**config.mk**
```make
export PLATFORM = sky130hd
export DESIGN_NAME = bam_rgb_matrix_scan_debounce
export DESIGN_NICKNAME = d
export VERILOG_FILES = /design/src/sv/bamsd_pkg.sv /design/src/sv/bamsd_front.sv /design/src/sv/bamsd_queue.sv /design/src/sv/bamsd_back.sv /design/src/sv/bam_rgb_matrix_scan_debounce.sv
export VERILOG_INCLUDE_DIRS = /design/src /design/src/sv
export SDC_FILE = /design/constraint.sdc
export NUM_CORES = 2
export LEC_CHECK = 0
export BUFFER_PORTS_ARGS = -buffer_cell sky130_fd_sc_hd__buf_2
export CORE_MARGIN = 8
export CORE_UTILIZATION = 54
export DETAILED_ROUTE_END_ITERATION = 12
export PLACE_DENSITY = 0.71
export SLEW_MARGIN = 5
export SYNTH_ARGS = -nofsm -noshare
export SYNTH_HDL_FRONTEND = slang
export SYNTH_HIERARCHICAL = 1
export SYNTH_SLANG_ARGS = --single-unit
```
**constraint.sdc**
```tcl
create_clock -name aclk -period 12.1 [get_ports aclk]
set_input_delay 1.21 -clock aclk [delete_from_list [all_inputs] [get_ports aclk]]
set_output_delay 1.21 -clock aclk [all_outputs]
set_load 0.01 [all_outputs]
```
**src/sv/assert_macros.svh**
```systemverilog
// Assertion macros shared by the RTL files.
// Define ASSERT_OFF to compile the assertions out.
`ifndef ASSERT_MACROS_SVH
`define ASSERT_MACROS_SVH
`ifndef ASSERT_OFF
// Check an expression at every clock edge outside reset
`define ASSERT_ALWAYS(lbl, clk, rstn, expr) \
    lbl: assert property (@(posedge clk) disable iff (!rstn) (expr)) \
        else $error("assertion failed");
// Check that a condition implies another in the same cycle
`define ASSERT_IMPLY(lbl, clk, rstn, ante, cons) \
    lbl: assert property (@(posedge clk) disable iff (!rstn) (ante) |-> (cons)) \
        else $error("assertion failed");
// Check that a condition implies another in the next cycle
`define ASSERT_NEXT(lbl, clk, rstn, ante, cons) \
    lbl: assert property (@(posedge clk) disable iff (!rstn) (ante) |=> (cons)) \
        else $error("assertion failed");
`else
`define ASSERT_ALWAYS(lbl, clk, rstn, expr)
`define ASSERT_IMPLY(lbl, clk, rstn, ante, cons)
`define ASSERT_NEXT(lbl, clk, rstn, ante, cons)
`endif
`endif

```
**src/sv/bamsd_pkg.sv**
```systemverilog
package bamsd_pkg;

    // Stream and field widths
    localparam int IN_W       = 32;
    localparam int OUT_W      = 64;
    localparam int PER_W      = 15;
    localparam int ROW_MAX    = 8;
    localparam int COL_FLD_W  = 4;
    localparam int SEL_W      = 10;
    localparam int SEL_FULL_W = 16;

    // Job queue size
    localparam int Q_DEPTH = 4;
    localparam int Q_PTR_W = 2;
    localparam int Q_CNT_W = 3;

    localparam logic [PER_W-1:0] PERIOD_MAX = 15'h7FFF;
    localparam logic [11:0]      BASE_RST   = 12'd16;
    localparam logic [1:0]       DCOUNT_RST = 2'd2;

    // Item and result codes
    localparam logic FUNC_TICK  = 1'b0;
    localparam logic FUNC_SET   = 1'b1;
    localparam logic KIND_FRAME = 1'b0;
    localparam logic KIND_EVENT = 1'b1;

    // Register indexes
    typedef enum logic {
        REG_DEBOUNCE = 1'b0,
        REG_BASE     = 1'b1
    } reg_idx_t;

    typedef struct packed {
        logic [1:0]  debounce_count;
        logic [11:0] base_period;
    } cfg_t;

    // Input item, first field in the lowest bits
    typedef struct packed {
        logic [3:0] pad;
        logic [3:0] blue_level;
        logic [3:0] green_level;
        logic [3:0] red_level;
        logic [3:0] col_index;
        logic [3:0] row_index;
        logic [7:0] button_byte;
    } in_item_t;

    // Result data, first field in the lowest bits
    typedef struct packed {
        logic [6:0]       pad;
        logic             event_pressed;
        logic [2:0]       event_row;
        logic [3:0]       event_column;
        logic [PER_W-1:0] next_period;
        logic [SEL_W-1:0] column_select;
        logic [7:0]       blue_drive;
        logic [7:0]       green_drive;
        logic [7:0]       red_drive;
    } res_t;

    // Work handed from the front to the back for one tick
    typedef struct packed {
        logic [7:0]           red_drive;
        logic [7:0]           green_drive;
        logic [7:0]           blue_drive;
        logic [SEL_W-1:0]     column_select;
        logic [PER_W-1:0]     next_period;
        logic [COL_FLD_W-1:0] event_column;
        logic [ROW_MAX-1:0]   ev_mask;
        logic [ROW_MAX-1:0]   ev_stable;
    } job_t;

endpackage

```
**src/sv/bamsd_front.sv**
```systemverilog
`include "assert_macros.svh"

module bamsd_front #(
    parameter int NUM_COLS   = 10,
    parameter int NUM_ROWS   = 6,
    parameter int NUM_STAGES = 4
) (
    input  logic                       aclk,
    input  logic                       aresetn,
    input  logic                       s_tvalid,
    output logic                       s_tready,
    input  logic                       s_tuser,
    input  logic [bamsd_pkg::IN_W-1:0] s_tdata,
    input  bamsd_pkg::cfg_t            cfg,
    input  logic                       q_full,
    output logic                       q_push,
    output bamsd_pkg::job_t            q_job
);
    import bamsd_pkg::*;

    localparam int COL_W = $clog2(NUM_COLS);
    localparam int STG_W = $clog2(NUM_STAGES);
    localparam int LIM_W = (NUM_STAGES + 11 > 16) ? NUM_STAGES + 11 : 16;
    localparam logic [COL_W-1:0]   COL_LAST = COL_W'(NUM_COLS - 1);
    localparam logic [STG_W-1:0]   STG_LAST = STG_W'(NUM_STAGES - 1);
    localparam logic [ROW_MAX-1:0] ROW_MASK = ROW_MAX'((1 << NUM_ROWS) - 1);
    localparam logic [PER_W-1:0]   PER_RST  =
        PER_W'(int'(BASE_RST) << (NUM_STAGES - 2));

    in_item_t             item;
    logic                 accept;
    logic                 tick_acc;
    logic                 set_acc;
    logic [2:0][7:0]      level;

    logic [PER_W-1:0]     per_reg, per_next;
    logic [STG_W-1:0]     stg_reg, stg_next;
    logic [COL_W-1:0]     col_reg, col_next;

    // One word per column: row masks for every stage and colour
    logic [NUM_STAGES-1:0][2:0][NUM_ROWS-1:0] plane_reg [NUM_COLS];
    logic [7:0]           stable_reg [NUM_COLS];
    logic [7:0]           pend_reg   [NUM_COLS];
    logic [1:0]           cnt_reg    [NUM_COLS];

    logic [LIM_W-1:0]     lim_full;
    logic [PER_W-1:0]     limit;
    logic [PER_W:0]       per_dbl_full;
    logic [PER_W-1:0]     per_dbl;

    logic [7:0]           stable_c, pend_c, changes;
    logic [1:0]           cnt_c;
    logic [7:0]           stable_next, pend_next;
    logic [1:0]           cnt_next;
    logic                 fire;
    logic [SEL_FULL_W-1:0] sel_full;
    logic [COL_W-1:0]     ecol;

    assign item     = in_item_t'(s_tdata);
    assign s_tready = !q_full;
    assign accept   = s_tvalid && s_tready;
    assign tick_acc = accept && (s_tuser == FUNC_TICK);
    assign set_acc  = accept && (s_tuser == FUNC_SET);
    assign level[0] = 8'(item.red_level);
    assign level[1] = 8'(item.green_level);
    assign level[2] = 8'(item.blue_level);

    // Period: drop back to the base after the longest stage, else double
    always_comb begin
        lim_full     = LIM_W'(cfg.base_period) << (NUM_STAGES - 1);
        limit        = (lim_full > LIM_W'(PERIOD_MAX)) ? PERIOD_MAX
                                                       : lim_full[PER_W-1:0];
        per_dbl_full = {per_reg, 1'b0};
        per_dbl      = per_dbl_full[PER_W] ? PERIOD_MAX : per_dbl_full[PER_W-1:0];
        per_next     = (per_reg >= limit) ? PER_W'(cfg.base_period) : per_dbl;
    end

    // Advance stage, and the column when the stage wraps
    always_comb begin
        if (stg_reg == STG_LAST) begin
            stg_next = '0;
            col_next = (col_reg == COL_LAST) ? '0 : col_reg + COL_W'(1);
        end else begin
            stg_next = stg_reg + STG_W'(1);
            col_next = col_reg;
        end
    end

    // Whole-column debounce at stage 0
    always_comb begin
        stable_c    = stable_reg[col_next];
        pend_c      = pend_reg[col_next];
        cnt_c       = cnt_reg[col_next];
        changes     = item.button_byte ^ stable_c;
        stable_next = stable_c;
        pend_next   = pend_c;
        cnt_next    = cnt_c;
        fire        = 1'b0;
        if (stg_next == '0) begin
            if (changes != '0) begin
                if (changes != pend_c) begin
                    cnt_next  = '0;
                    pend_next = changes;
                end else if (cnt_c < cfg.debounce_count) begin
                    cnt_next = cnt_c + 2'd1;
                    if (cnt_next >= cfg.debounce_count) begin
                        fire        = 1'b1;
                        stable_next = item.button_byte;
                    end
                end
            end else begin
                cnt_next = '0;
            end
        end
    end

    // Build the job for the back end
    always_comb begin
        sel_full = SEL_FULL_W'(1) << col_next;
        ecol     = (col_next == '0) ? COL_LAST : col_next - COL_W'(1);
        q_job.red_drive     = ~8'(plane_reg[col_next][stg_next][0]);
        q_job.green_drive   = ~8'(plane_reg[col_next][stg_next][1]);
        q_job.blue_drive    = ~8'(plane_reg[col_next][stg_next][2]);
        q_job.column_select = sel_full[SEL_W-1:0];
        q_job.next_period   = per_next;
        q_job.event_column  = COL_FLD_W'(ecol);
        q_job.ev_mask       = fire ? (pend_c & ROW_MASK) : '0;
        q_job.ev_stable     = stable_c;
    end

    assign q_push = tick_acc;

    // Scan state, debounce state and colour planes
    always_ff @(posedge aclk) begin
        if (!aresetn) begin
            per_reg <= PER_RST;
            stg_reg <= STG_LAST;
            col_reg <= COL_LAST;
            for (int c = 0; c < NUM_COLS; c++) begin
                stable_reg[c] <= '0;
                pend_reg[c]   <= '0;
                cnt_reg[c]    <= '0;
                for (int s = 0; s < NUM_STAGES; s++) begin
                    for (int k = 0; k < 3; k++) begin
                        plane_reg[c][s][k] <= '0;
                    end
                end
            end
        end else begin
            if (tick_acc) begin
                per_reg              <= per_next;
                stg_reg              <= stg_next;
                col_reg              <= col_next;
                stable_reg[col_next] <= stable_next;
                pend_reg[col_next]   <= pend_next;
                cnt_reg[col_next]    <= cnt_next;
            end
            // Store one bit of each level per stage; out-of-range places match nothing
            if (set_acc) begin
                for (int c = 0; c < NUM_COLS; c++) begin
                    for (int r = 0; r < NUM_ROWS; r++) begin
                        if (item.col_index == 4'(c) && item.row_index == 4'(r)) begin
                            for (int s = 0; s < NUM_STAGES; s++) begin
                                for (int k = 0; k < 3; k++) begin
                                    plane_reg[c][s][k][r] <= level[k][s];
                                end
                            end
                        end
                    end
                end
            end
        end
    end

    `ASSERT_NEXT(a_stage_wrap, aclk, aresetn, tick_acc && stg_reg == STG_LAST, stg_reg == '0)
    `ASSERT_ALWAYS(a_col_range, aclk, aresetn, col_reg <= COL_LAST)

endmodule

```
**src/sv/bamsd_queue.sv**
```systemverilog
`include "assert_macros.svh"

module bamsd_queue (
    input  logic            aclk,
    input  logic            aresetn,
    input  logic            push,
    input  bamsd_pkg::job_t push_job,
    output logic            full,
    input  logic            pop,
    output logic            empty,
    output bamsd_pkg::job_t pop_job
);
    import bamsd_pkg::*;

    job_t               slot_reg [Q_DEPTH];
    logic [Q_PTR_W-1:0] wr_reg, rd_reg;
    logic [Q_CNT_W-1:0] cnt_reg, cnt_next;
    logic               do_push, do_pop;

    assign full    = (cnt_reg == Q_CNT_W'(Q_DEPTH));
    assign empty   = (cnt_reg == '0);
    assign do_push = push && !full;
    assign do_pop  = pop && !empty;
    assign pop_job = slot_reg[rd_reg];

    always_comb begin
        cnt_next = cnt_reg;
        if (do_push && !do_pop) begin
            cnt_next = cnt_reg + Q_CNT_W'(1);
        end else if (do_pop && !do_push) begin
            cnt_next = cnt_reg - Q_CNT_W'(1);
        end
    end

    // Advance pointers and count
    always_ff @(posedge aclk) begin
        if (!aresetn) begin
            wr_reg  <= '0;
            rd_reg  <= '0;
            cnt_reg <= '0;
        end else begin
            cnt_reg <= cnt_next;
            if (do_push) begin
                wr_reg <= wr_reg + Q_PTR_W'(1);
            end
            if (do_pop) begin
                rd_reg <= rd_reg + Q_PTR_W'(1);
            end
        end
    end

    // Hold the queued jobs
    always_ff @(posedge aclk) begin
        if (do_push) begin
            slot_reg[wr_reg] <= push_job;
        end
    end

    `ASSERT_IMPLY(a_no_push_full, aclk, aresetn, push, !full)
    `ASSERT_ALWAYS(a_cnt_bound, aclk, aresetn, cnt_reg <= Q_CNT_W'(Q_DEPTH))

endmodule

```
**src/sv/bamsd_back.sv**
```systemverilog
`include "assert_macros.svh"

module bamsd_back (
    input  logic                        aclk,
    input  logic                        aresetn,
    input  logic                        q_empty,
    input  bamsd_pkg::job_t             q_job,
    output logic                        q_pop,
    output logic                        m_tvalid,
    input  logic                        m_tready,
    output logic                        m_tuser,
    output logic [bamsd_pkg::OUT_W-1:0] m_tdata,
    output logic                        m_tlast
);
    import bamsd_pkg::*;

    typedef enum logic [2:0] {
        ST_IDLE  = 3'b001,
        ST_FRAME = 3'b010,
        ST_EVENT = 3'b100
    } back_state_t;

    back_state_t        st_reg, st_next;
    job_t               job_reg, job_next;
    logic [ROW_MAX-1:0] rem_reg, rem_next;
    res_t               res_reg, res_next;
    logic               valid_reg, valid_next;
    logic               kind_reg, kind_next;
    logic               last_reg, last_next;

    logic               load_ok;
    logic               load;
    logic               finish;
    logic [ROW_MAX-1:0] ev_hot;
    logic [ROW_MAX-1:0] rem_left;
    logic [2:0]         ev_idx;

    assign load_ok = !valid_reg || m_tready;

    // Pick the lowest pending row
    always_comb begin
        ev_hot   = rem_reg & (~rem_reg + ROW_MAX'(1));
        rem_left = rem_reg & ~ev_hot;
        ev_idx   = '0;
        for (int r = ROW_MAX - 1; r >= 0; r--) begin
            if (rem_reg[r]) begin
                ev_idx = 3'(r);
            end
        end
    end

    // Emit the frame, then one event per row, then take the next job
    always_comb begin
        st_next   = st_reg;
        job_next  = job_reg;
        rem_next  = rem_reg;
        res_next  = res_reg;
        kind_next = kind_reg;
        last_next = last_reg;
        load      = 1'b0;
        finish    = 1'b0;
        q_pop     = 1'b0;
        unique case (st_reg)
            ST_IDLE: begin
                finish = 1'b1;
            end
            ST_FRAME: begin
                if (load_ok) begin
                    load                   = 1'b1;
                    res_next               = '0;
                    res_next.red_drive     = job_reg.red_drive;
                    res_next.green_drive   = job_reg.green_drive;
                    res_next.blue_drive    = job_reg.blue_drive;
                    res_next.column_select = job_reg.column_select;
                    res_next.next_period   = job_reg.next_period;
                    kind_next              = KIND_FRAME;
                    last_next              = (rem_reg == '0);
                    if (rem_reg == '0) begin
                        finish = 1'b1;
                    end else begin
                        st_next = ST_EVENT;
                    end
                end
            end
            ST_EVENT: begin
                if (load_ok) begin
                    load                   = 1'b1;
                    res_next               = '0;
                    res_next.event_column  = job_reg.event_column;
                    res_next.event_row     = ev_idx;
                    res_next.event_pressed = !job_reg.ev_stable[ev_idx];
                    kind_next              = KIND_EVENT;
                    last_next              = (rem_left == '0);
                    rem_next               = rem_left;
                    if (rem_left == '0) begin
                        finish = 1'b1;
                    end
                end
            end
            default: begin
                st_next = ST_IDLE;
            end
        endcase
        if (finish) begin
            if (!q_empty) begin
                q_pop    = 1'b1;
                job_next = q_job;
                rem_next = q_job.ev_mask;
                st_next  = ST_FRAME;
            end else begin
                st_next = ST_IDLE;
            end
        end
        valid_next = load ? 1'b1 : (valid_reg && !m_tready);
    end

    always_ff @(posedge aclk) begin
        if (!aresetn) begin
            st_reg    <= ST_IDLE;
            valid_reg <= 1'b0;
        end else begin
            st_reg    <= st_next;
            valid_reg <= valid_next;
        end
    end

    // Payload needs no reset
    always_ff @(posedge aclk) begin
        job_reg  <= job_next;
        rem_reg  <= rem_next;
        res_reg  <= res_next;
        kind_reg <= kind_next;
        last_reg <= last_next;
    end

    assign m_tvalid = valid_reg;
    assign m_tuser  = kind_reg;
    assign m_tdata  = res_reg;
    assign m_tlast  = last_reg;

    `ASSERT_IMPLY(a_event_rows, aclk, aresetn, st_reg == ST_EVENT, rem_reg != '0)
    `ASSERT_NEXT(a_idle_takes, aclk, aresetn, st_reg == ST_IDLE && !q_empty, st_reg == ST_FRAME)

endmodule

```
**src/sv/bam_rgb_matrix_scan_debounce.sv**
```systemverilog
// RGB button matrix scanner with bit angle modulation and button debouncing.
// Input stream (s_*): func in tuser; tdata carries the button byte of a scan
// tick or the row, column and 4-bit red, green and blue levels of a colour
// write. A colour write updates the plane store and gives no result.
// Output stream (m_*): tuser is the kind; one drive frame per tick, followed
// at stage 0 by one button event per debounced row change; tlast marks the
// final transfer of a tick.
// The drive frame of a tick passes from the job queue through the back end's
// job register into its output register. Throughput: an item is accepted
// every cycle while the four-entry job queue has room; the output side sends
// one transfer per cycle while the receiver is ready, one frame per tick plus
// one per event (at most NUM_ROWS); it idles when the queue has run empty.
// A stalled receiver holds the current transfer; jobs gather in the queue and
// input is refused once it is full.
// Reset clears the planes (LEDs off) and the debounce state, puts the scan at
// the last column and stage, and loads the registers with debounce_count 2 and
// base_period 16. Registers are written through the APB port at byte addresses
// 0 and 4; the user must do so only while the block is idle (not enforced).
module bam_rgb_matrix_scan_debounce #(
    parameter int NUM_COLS   = 10,
    parameter int NUM_ROWS   = 6,
    parameter int NUM_STAGES = 4
) (
    input  logic                        aclk,
    input  logic                        aresetn,
    // tuser: func
    input  logic                        s_tvalid,
    output logic                        s_tready,
    input  logic                        s_tuser,
    // tdata: button_byte, row_index, col_index, red_level, green_level, blue_level
    input  logic [bamsd_pkg::IN_W-1:0]  s_tdata,
    // tuser: kind; tlast: last_result
    output logic                        m_tvalid,
    input  logic                        m_tready,
    output logic                        m_tuser,
    // tdata: red_drive, green_drive, blue_drive, column_select, next_period,
    //        event_column, event_row, event_pressed
    output logic [bamsd_pkg::OUT_W-1:0] m_tdata,
    output logic                        m_tlast,
    input  logic                        psel,
    input  logic                        penable,
    input  logic                        pwrite,
    input  logic [2:0]                  paddr,
    input  logic [31:0]                 pwdata,
    output logic [31:0]                 prdata,
    output logic                        pready
);
    import bamsd_pkg::*;

    cfg_t     cfg_reg;
    reg_idx_t reg_idx;
    logic     cfg_wr;
    logic     q_full, q_empty, q_push, q_pop;
    job_t     push_job, pop_job;

    assign pready  = 1'b1;
    assign reg_idx = reg_idx_t'(paddr[2]);
    assign cfg_wr  = psel && penable && pwrite && pready;

    // Register write
    always_ff @(posedge aclk) begin
        if (!aresetn) begin
            cfg_reg.debounce_count <= DCOUNT_RST;
            cfg_reg.base_period    <= BASE_RST;
        end else if (cfg_wr) begin
            unique case (reg_idx)
                REG_DEBOUNCE: cfg_reg.debounce_count <= pwdata[1:0];
                REG_BASE:     cfg_reg.base_period    <= pwdata[11:0];
                default:      cfg_reg                <= cfg_reg;
            endcase
        end
    end

    // Register read
    always_comb begin
        unique case (reg_idx)
            REG_DEBOUNCE: prdata = 32'(cfg_reg.debounce_count);
            REG_BASE:     prdata = 32'(cfg_reg.base_period);
            default:      prdata = '0;
        endcase
    end

    bamsd_front #(
        .NUM_COLS   (NUM_COLS),
        .NUM_ROWS   (NUM_ROWS),
        .NUM_STAGES (NUM_STAGES)
    ) u_front (
        .aclk     (aclk),
        .aresetn  (aresetn),
        .s_tvalid (s_tvalid),
        .s_tready (s_tready),
        .s_tuser  (s_tuser),
        .s_tdata  (s_tdata),
        .cfg      (cfg_reg),
        .q_full   (q_full),
        .q_push   (q_push),
        .q_job    (push_job)
    );

    bamsd_queue u_queue (
        .aclk     (aclk),
        .aresetn  (aresetn),
        .push     (q_push),
        .push_job (push_job),
        .full     (q_full),
        .pop      (q_pop),
        .empty    (q_empty),
        .pop_job  (pop_job)
    );

    bamsd_back u_back (
        .aclk     (aclk),
        .aresetn  (aresetn),
        .q_empty  (q_empty),
        .q_job    (pop_job),
        .q_pop    (q_pop),
        .m_tvalid (m_tvalid),
        .m_tready (m_tready),
        .m_tuser  (m_tuser),
        .m_tdata  (m_tdata),
        .m_tlast  (m_tlast)
    );

endmodule
```
# Word-level counts from Yosys, hierarchy flattened
# Memories as Yosys holds them, arrays and structs flattened. A register that Yosys moved wholly into a read port is not among the register bits.
# Cells that the tools add are included.
# totals
ramBits	1168
inputBits	75
output_inout_bits	101
reg_bits	181
elab_cells	1950
n_memories	5
# mem_list
name	words	width	rd	rd_ports_with_merged_regs	write_ports	line	text
u_front.plane_reg	10	72	1	0	10	bamsd_front.sv:41	logic [NUM_STAGES-1:0][2:0][NUM_ROWS-1:0] plane_reg [NUM_COLS];
u_queue.slot_reg	4	67	1	1	1	bamsd_queue.sv:15	job_t slot_reg [Q_DEPTH];
u_front.pend_reg	10	8	1	0	10	bamsd_front.sv:43	logic [7:0] pend_reg [NUM_COLS];
u_front.stable_reg	10	8	1	0	10	bamsd_front.sv:42	logic [7:0] stable_reg [NUM_COLS];
u_front.cnt_reg	10	2	1	0	10	bamsd_front.sv:44	logic [1:0] cnt_reg [NUM_COLS];
# classes
n_shift	1
n_reduce_logical	98
add_sub_neg	9
n_lt_le_gt_ge	6
bitwise_logic	731
muxes	1045
eq_ne	26
# op_table
cell	n
2-to-1 mux 1 bit	988
OR 1 bit	720
2-to-1 mux 64 bit	2
one-hot mux 64 bit (2 select lines)	1
2-to-1 mux 8 bit	14
logical AND 1 bit	70
one-hot mux 32 bit (2 select lines)	1
2-to-1 mux 15 bit	3
2-to-1 mux 3 bit	13
binary-select mux 18 bit (select 2 bit)	1
== test 4 x 3 -> 1 bit (second input constant)	6
2-to-1 mux 4 bit	6
inverter 6 -> 8 bit	3
2-to-1 mux 18 bit	1
2-to-1 mux 2 bit	9
AND 8 bit	2
== test 4 x 2 -> 1 bit (second input constant)	4
logical NOT 8 bit	2
inverter 8 bit	2
OR reduction 8 bit	2
>= comparator 15 bit	1
> comparator 15 bit (second input constant)	1
== test 4 bit (second input constant)	3
logical NOT 4 bit	3
36 further kinds	58

# Depth between registers and ports, before layout
# depth
depth_word	14
depth_mapped	23

# By module
# Netlist, hierarchy kept.
# by_module_without_submodules
module	cells_each	instances	area_each_um2	seq_area_each_um2
bamsd_front	4005	1	47461.8	30689.4
bamsd_queue	409	1	10436.3	8468.1
bamsd_back	281	1	4813.4	3843.7
bam_rgb_matrix_scan_debounce	98	1	849.6	280.3

# Worst setup path after synthesis
# OpenSTA, ideal clock, no wires.
# synth_timing
kind	reg2reg
start	register u_front.col_reg[1]
end	memory u_front.stable_reg[10][7], data pin
n_path_buf	7
path_slack_ps	7220
required_ps	11819
arrival_time_ps	4599
path_stages_with_launch	22
cell_sequence	dfxtp_1 buf_2 inv_1 ha_1 and2_1 o31ai_4 buf_6 buf_2 buf_2 clkbuf_1 buf_2 o221ai_1 a311oi_1 inv_1 xnor2_1 ha_1 a21oi_1 nor2_1 nand4b_1 buf_6 mux2i_4 nor2_2
# synth_rtl
element	line	text
start: declaration	bamsd_front.sv:38	logic [COL_W-1:0] col_reg, col_next;
start signal: assignment	bamsd_front.sv:153	col_reg <= col_next;
end: declaration	bamsd_front.sv:42	

==> impl_metrics.py <==
metrics = {
    "worst_hold_path": {
        "hold_path_end": "u_front/stg_reg[1]$_SDFFE_PN1P_",
        "min_path_cells": 2,
        "hp-start": "u_front/stg_reg[1]$_SDFFE_PN1P_",
        "hp-class": "reg2reg",
    },
    "detailed_routing": {
        "ant_nets": 0,
        "via_per_inst": 6.05,
        "dr_total_vias": 39057,
        "routed_wl_mm": 157,
        "wire_per_inst_um": 24.2,
        "first_pass_iters": 7,
        "drtIter0Drc": 4101,
        "drc": 0,
    },
    "global_route": {
        "grt_use_total_pct": 23.7,
        "overflow": 0,
        "grt_max_degree": 155,
        "grt_pass1_wl_mm": 237,
        "grt_pass1_vias": 39033,
        "antenna_found_initial": 8,
    },
    "sta": {
        "worstMarginPinSlew_ps": 1320,
        "setup_tns_ps": 0,
        "period_share_pct": 54.6,
        "setup_violations": 0,
        "report.final.slew_viol_count": 0,
        "fmax_mhz": 151,
        "post-route-min-period_ps": 6600,
        "fin_skew_ps": 32.2,
        "slew_headroom_pct": 12.0,
        "grt_setup_unrepaired": "false",
        "hold_viol": 0,
    },
    "placement": {
        "portBuffers": 121,
        "globalplace.congestion": 0.835,
        "hpwl_mm": 89.7,
    },
    "finish": {
        "final_util_pct": 59.9,
        "largest_reg_flops": 720,
        "drive_above_1_share_pct": 12.7,
        "fin_nets": 4893,
        "area_delta_synth_final_pct": 10.6,
    },
    "worst_setup_path": {
        "reg2reg_setup_slack_ps": 5500,
        "required_ps": 12530,
        "arrival_ps": 7040,
        "cp_slowest_stage_delay_ps": 920,
        "critPathSlowestCell": "a222oi_1",
        "crit_chain": "ha_2 > and4b_1 > nor2_4 > inv_2 > buf_4 > a211oi_1 > or3_1 > a222oi_1 > xnor2_1 > nand4_1 > nor3_1 > nor3_2 > a21oi_1 > nor2_1",
        "critPathCaptureType": "flop",
        "worstRegToRegCells": 14,
        "reg2reg_to": "u_front/cnt_reg[12][1]$_DFFE_PP_",
        "worst_setup_path_start_kind": "flop",
        "crit_type": "reg2reg",
        "crit_fanout": 27,
        "r2r-start": "u_front/stg_reg[0]$_SDFFE_PN1P_",
    },
    "floorplan": {
        "die_h_um": 359,
        "start_util_pct": 54.1,
        "num_rows": 126,
        "die_area_mm2": 0.129,
        "pin_count": 176,
        "core_area_mm2": 0.117,
        "die_w_um": 359,
    },
    "yosys": {
        "post-synth-top-count-cell": "edfxtp_1",
        "synth.distinct_cells": 93,
        "yosysTopAreaCell": "edfxtp_1",
        "ys.flop_type": "edfxtp_1",
        "synthCells": 4793,
        "synth_top_area_share_pct": 66.3,
        "ys_warn_count": 6,
        "async_flop_share_pct": 0,
        "synth_edf_count": 1404,
        "synth_common_cells": "edfxtp_1 (1404), and2_1 (800), nand2_1 (561)",
        "ys_top_cells_by_area": "edfxtp_1 (66%), and2_1 (7.9%), nand2_1 (3.3%)",
        "synth_seq_cells": 1460,
        "ys_seq_area_share_pct": 68.1,
        "synth_area_per_cell_um2": 13.3,
        "synthesis.area_mm2": 0.0636,
    },
    "job": {
        "maxCapViolCount": 0,
    },
    "cts": {
        "cts_root_buffer": "clkbuf_16",
        "cts.htree.levels": 4,
        "cts_sinks": 1460,
        "cts_setup_buffers": 0,
        "clock_latency_ps": 760,
        "tritoncts": "yes",
        "clk_pin_slew_ps": 60,
        "post_cts_resized": 0,
        "numCtsBuffers": 152,
        "clock_path_buffers": 3,
        "postCtsHoldBufs": 0,
    },
    "power": {
        "vdd_drop_max_mv": 0.171,
        "p_total_mw": 14.5,
        "power_leakage_nw": 24.8,
        "power.density_mw_per_mm2": 206,
    },
    "run_status": {
        "run_status": "complete, no violations",
    },
}
## cell families (layout without fill, tap and decap cells)
kind of cell / count (synthesis) / count (layout) / share of synthesized area [%]
adders and majority gates: 29 / 29 / 0.575
other: 5 / 43 / 0.0295
buffers and inverters: 472 / 565 / 3.27
muxes: 183 / 183 / 4.58
and+or+nand+nor: 2012 / 2012 / 16.0
AOI/OAI and AO/OA: 606 / 606 / 7.11
xor gates and xnor gates: 26 / 26 / 0.382
DFF: 1460 / 1460 / 68.1
## critical path: cells and delay by family, from the launching register on
| family | cells | cell delay, ps |
|---|---|---|
| flops | 1 | 410 |
| xor+xnor | 1 | 340 |
| compound gates | 3 | 1790 |
| fa+ha+maj | 1 | 490 |
| simple gates | 7 | 2230 |
| buf+inv | 2 | 990 |
## how the worst max path moves through the flow
stage | from | to | slack [ps]
floorplan | u_front/col_reg[1]$_SDFFE_PN0P_ | u_front/stable_reg[10][7]$_DFFE_PP_ | 7220
global route | u_front/stg_reg[0]$_SDFFE_PN1P_ | u_front/cnt_reg[12][1]$_DFFE_PP_ | 5130
finish | u_front/stg_reg[0]$_SDFFE_PN1P_ | u_front/cnt_reg[12][1]$_DFFE_PP_ | 5500
CTS | u_front/stg_reg[0]$_SDFFE_PN1P_ | u_front/cnt_reg[12][1]$_DFFE_PP_ | 5520
global placement | u_front/stg_reg[0]$_SDFFE_PN1P_ | u_front/cnt_reg[13][1]$_DFFE_PP_ | 5620
detailed placement | u_front/stg_reg[0]$_SDFFE_PN1P_ | u_front/stable_reg[13][7]$_DFFE_PP_ | 5600
## power by group
group / leakage (nW) / switching [mW] / total, mW / internal, mW
Sequential: 14.4 / 0.170 / 6.34 / 6.17
Clock: 2.43 / 1.90 / 4.63 / 2.73
Combinational: 7.91 / 2.40 / 3.52 / 1.11
## layout by cell type, fill, tap and decap left out, types with 15 or more instances in the layout
master / count
xnor2_1: 18
nand2_1: 560
clkinv_2: 27
a31oi_1: 40
dfxtp_1: 54
a21oi_1: 55
conb_1: 36
and2_1: 795
o211ai_1: 22
mux2i_1: 81
inv_1: 40
bufinv_16: 15
clkinv_1: 34
ha_1: 25
o21ai_0: 79
o21ai_1: 36
clkbuf_16: 157
nor2_1: 322
clkbuf_1: 34
a21boi_0: 16
mux2_2: 15
nand3_1: 211
buf_2: 120
o221ai_1: 162
edfxtp_1: 1404
buf_4: 117
nor2b_1: 17
a221oi_1: 69
mux4_2: 70
## through the flow
step / instance area (µm²) / hold slack, ps / std cells / setup slack (ps)
2_1_floorplan: 63700 / 445 / 4824 / 7220
3_3_place_gp: 65300 / 467 / 6173 / 5620
3_5_place_dp: 65300 / 476 / 6173 / 5600
4_1_cts: 70300 / 488 / 6453 / 5520
5_1_grt: 70300 / 505 / 6458 / 5130
6_report: 70300 / 486 / 6460 / 5500
## routing by layer
layer | wire [µm] | GRT usage (%)
met1 | 60600 | 30.4
met2 | 78100 | 40.2
met3 | 12300 | 4.12
met4 | 5510 | 9.15
met5 | 0 | 0
## final cells by class
class                      instances  area [µm²]
tap                             1536        1920
clock buffer                     196        4130
clock inverter                    84         818
multi-input combinational       2892       18400
antenna                            7        17.5
sequential                      1460       43300
fill                            8854       47100
timing repair buffer             239        1520
inverter                          46         173
Note: power is estimated with default switching activity, not from simulation.
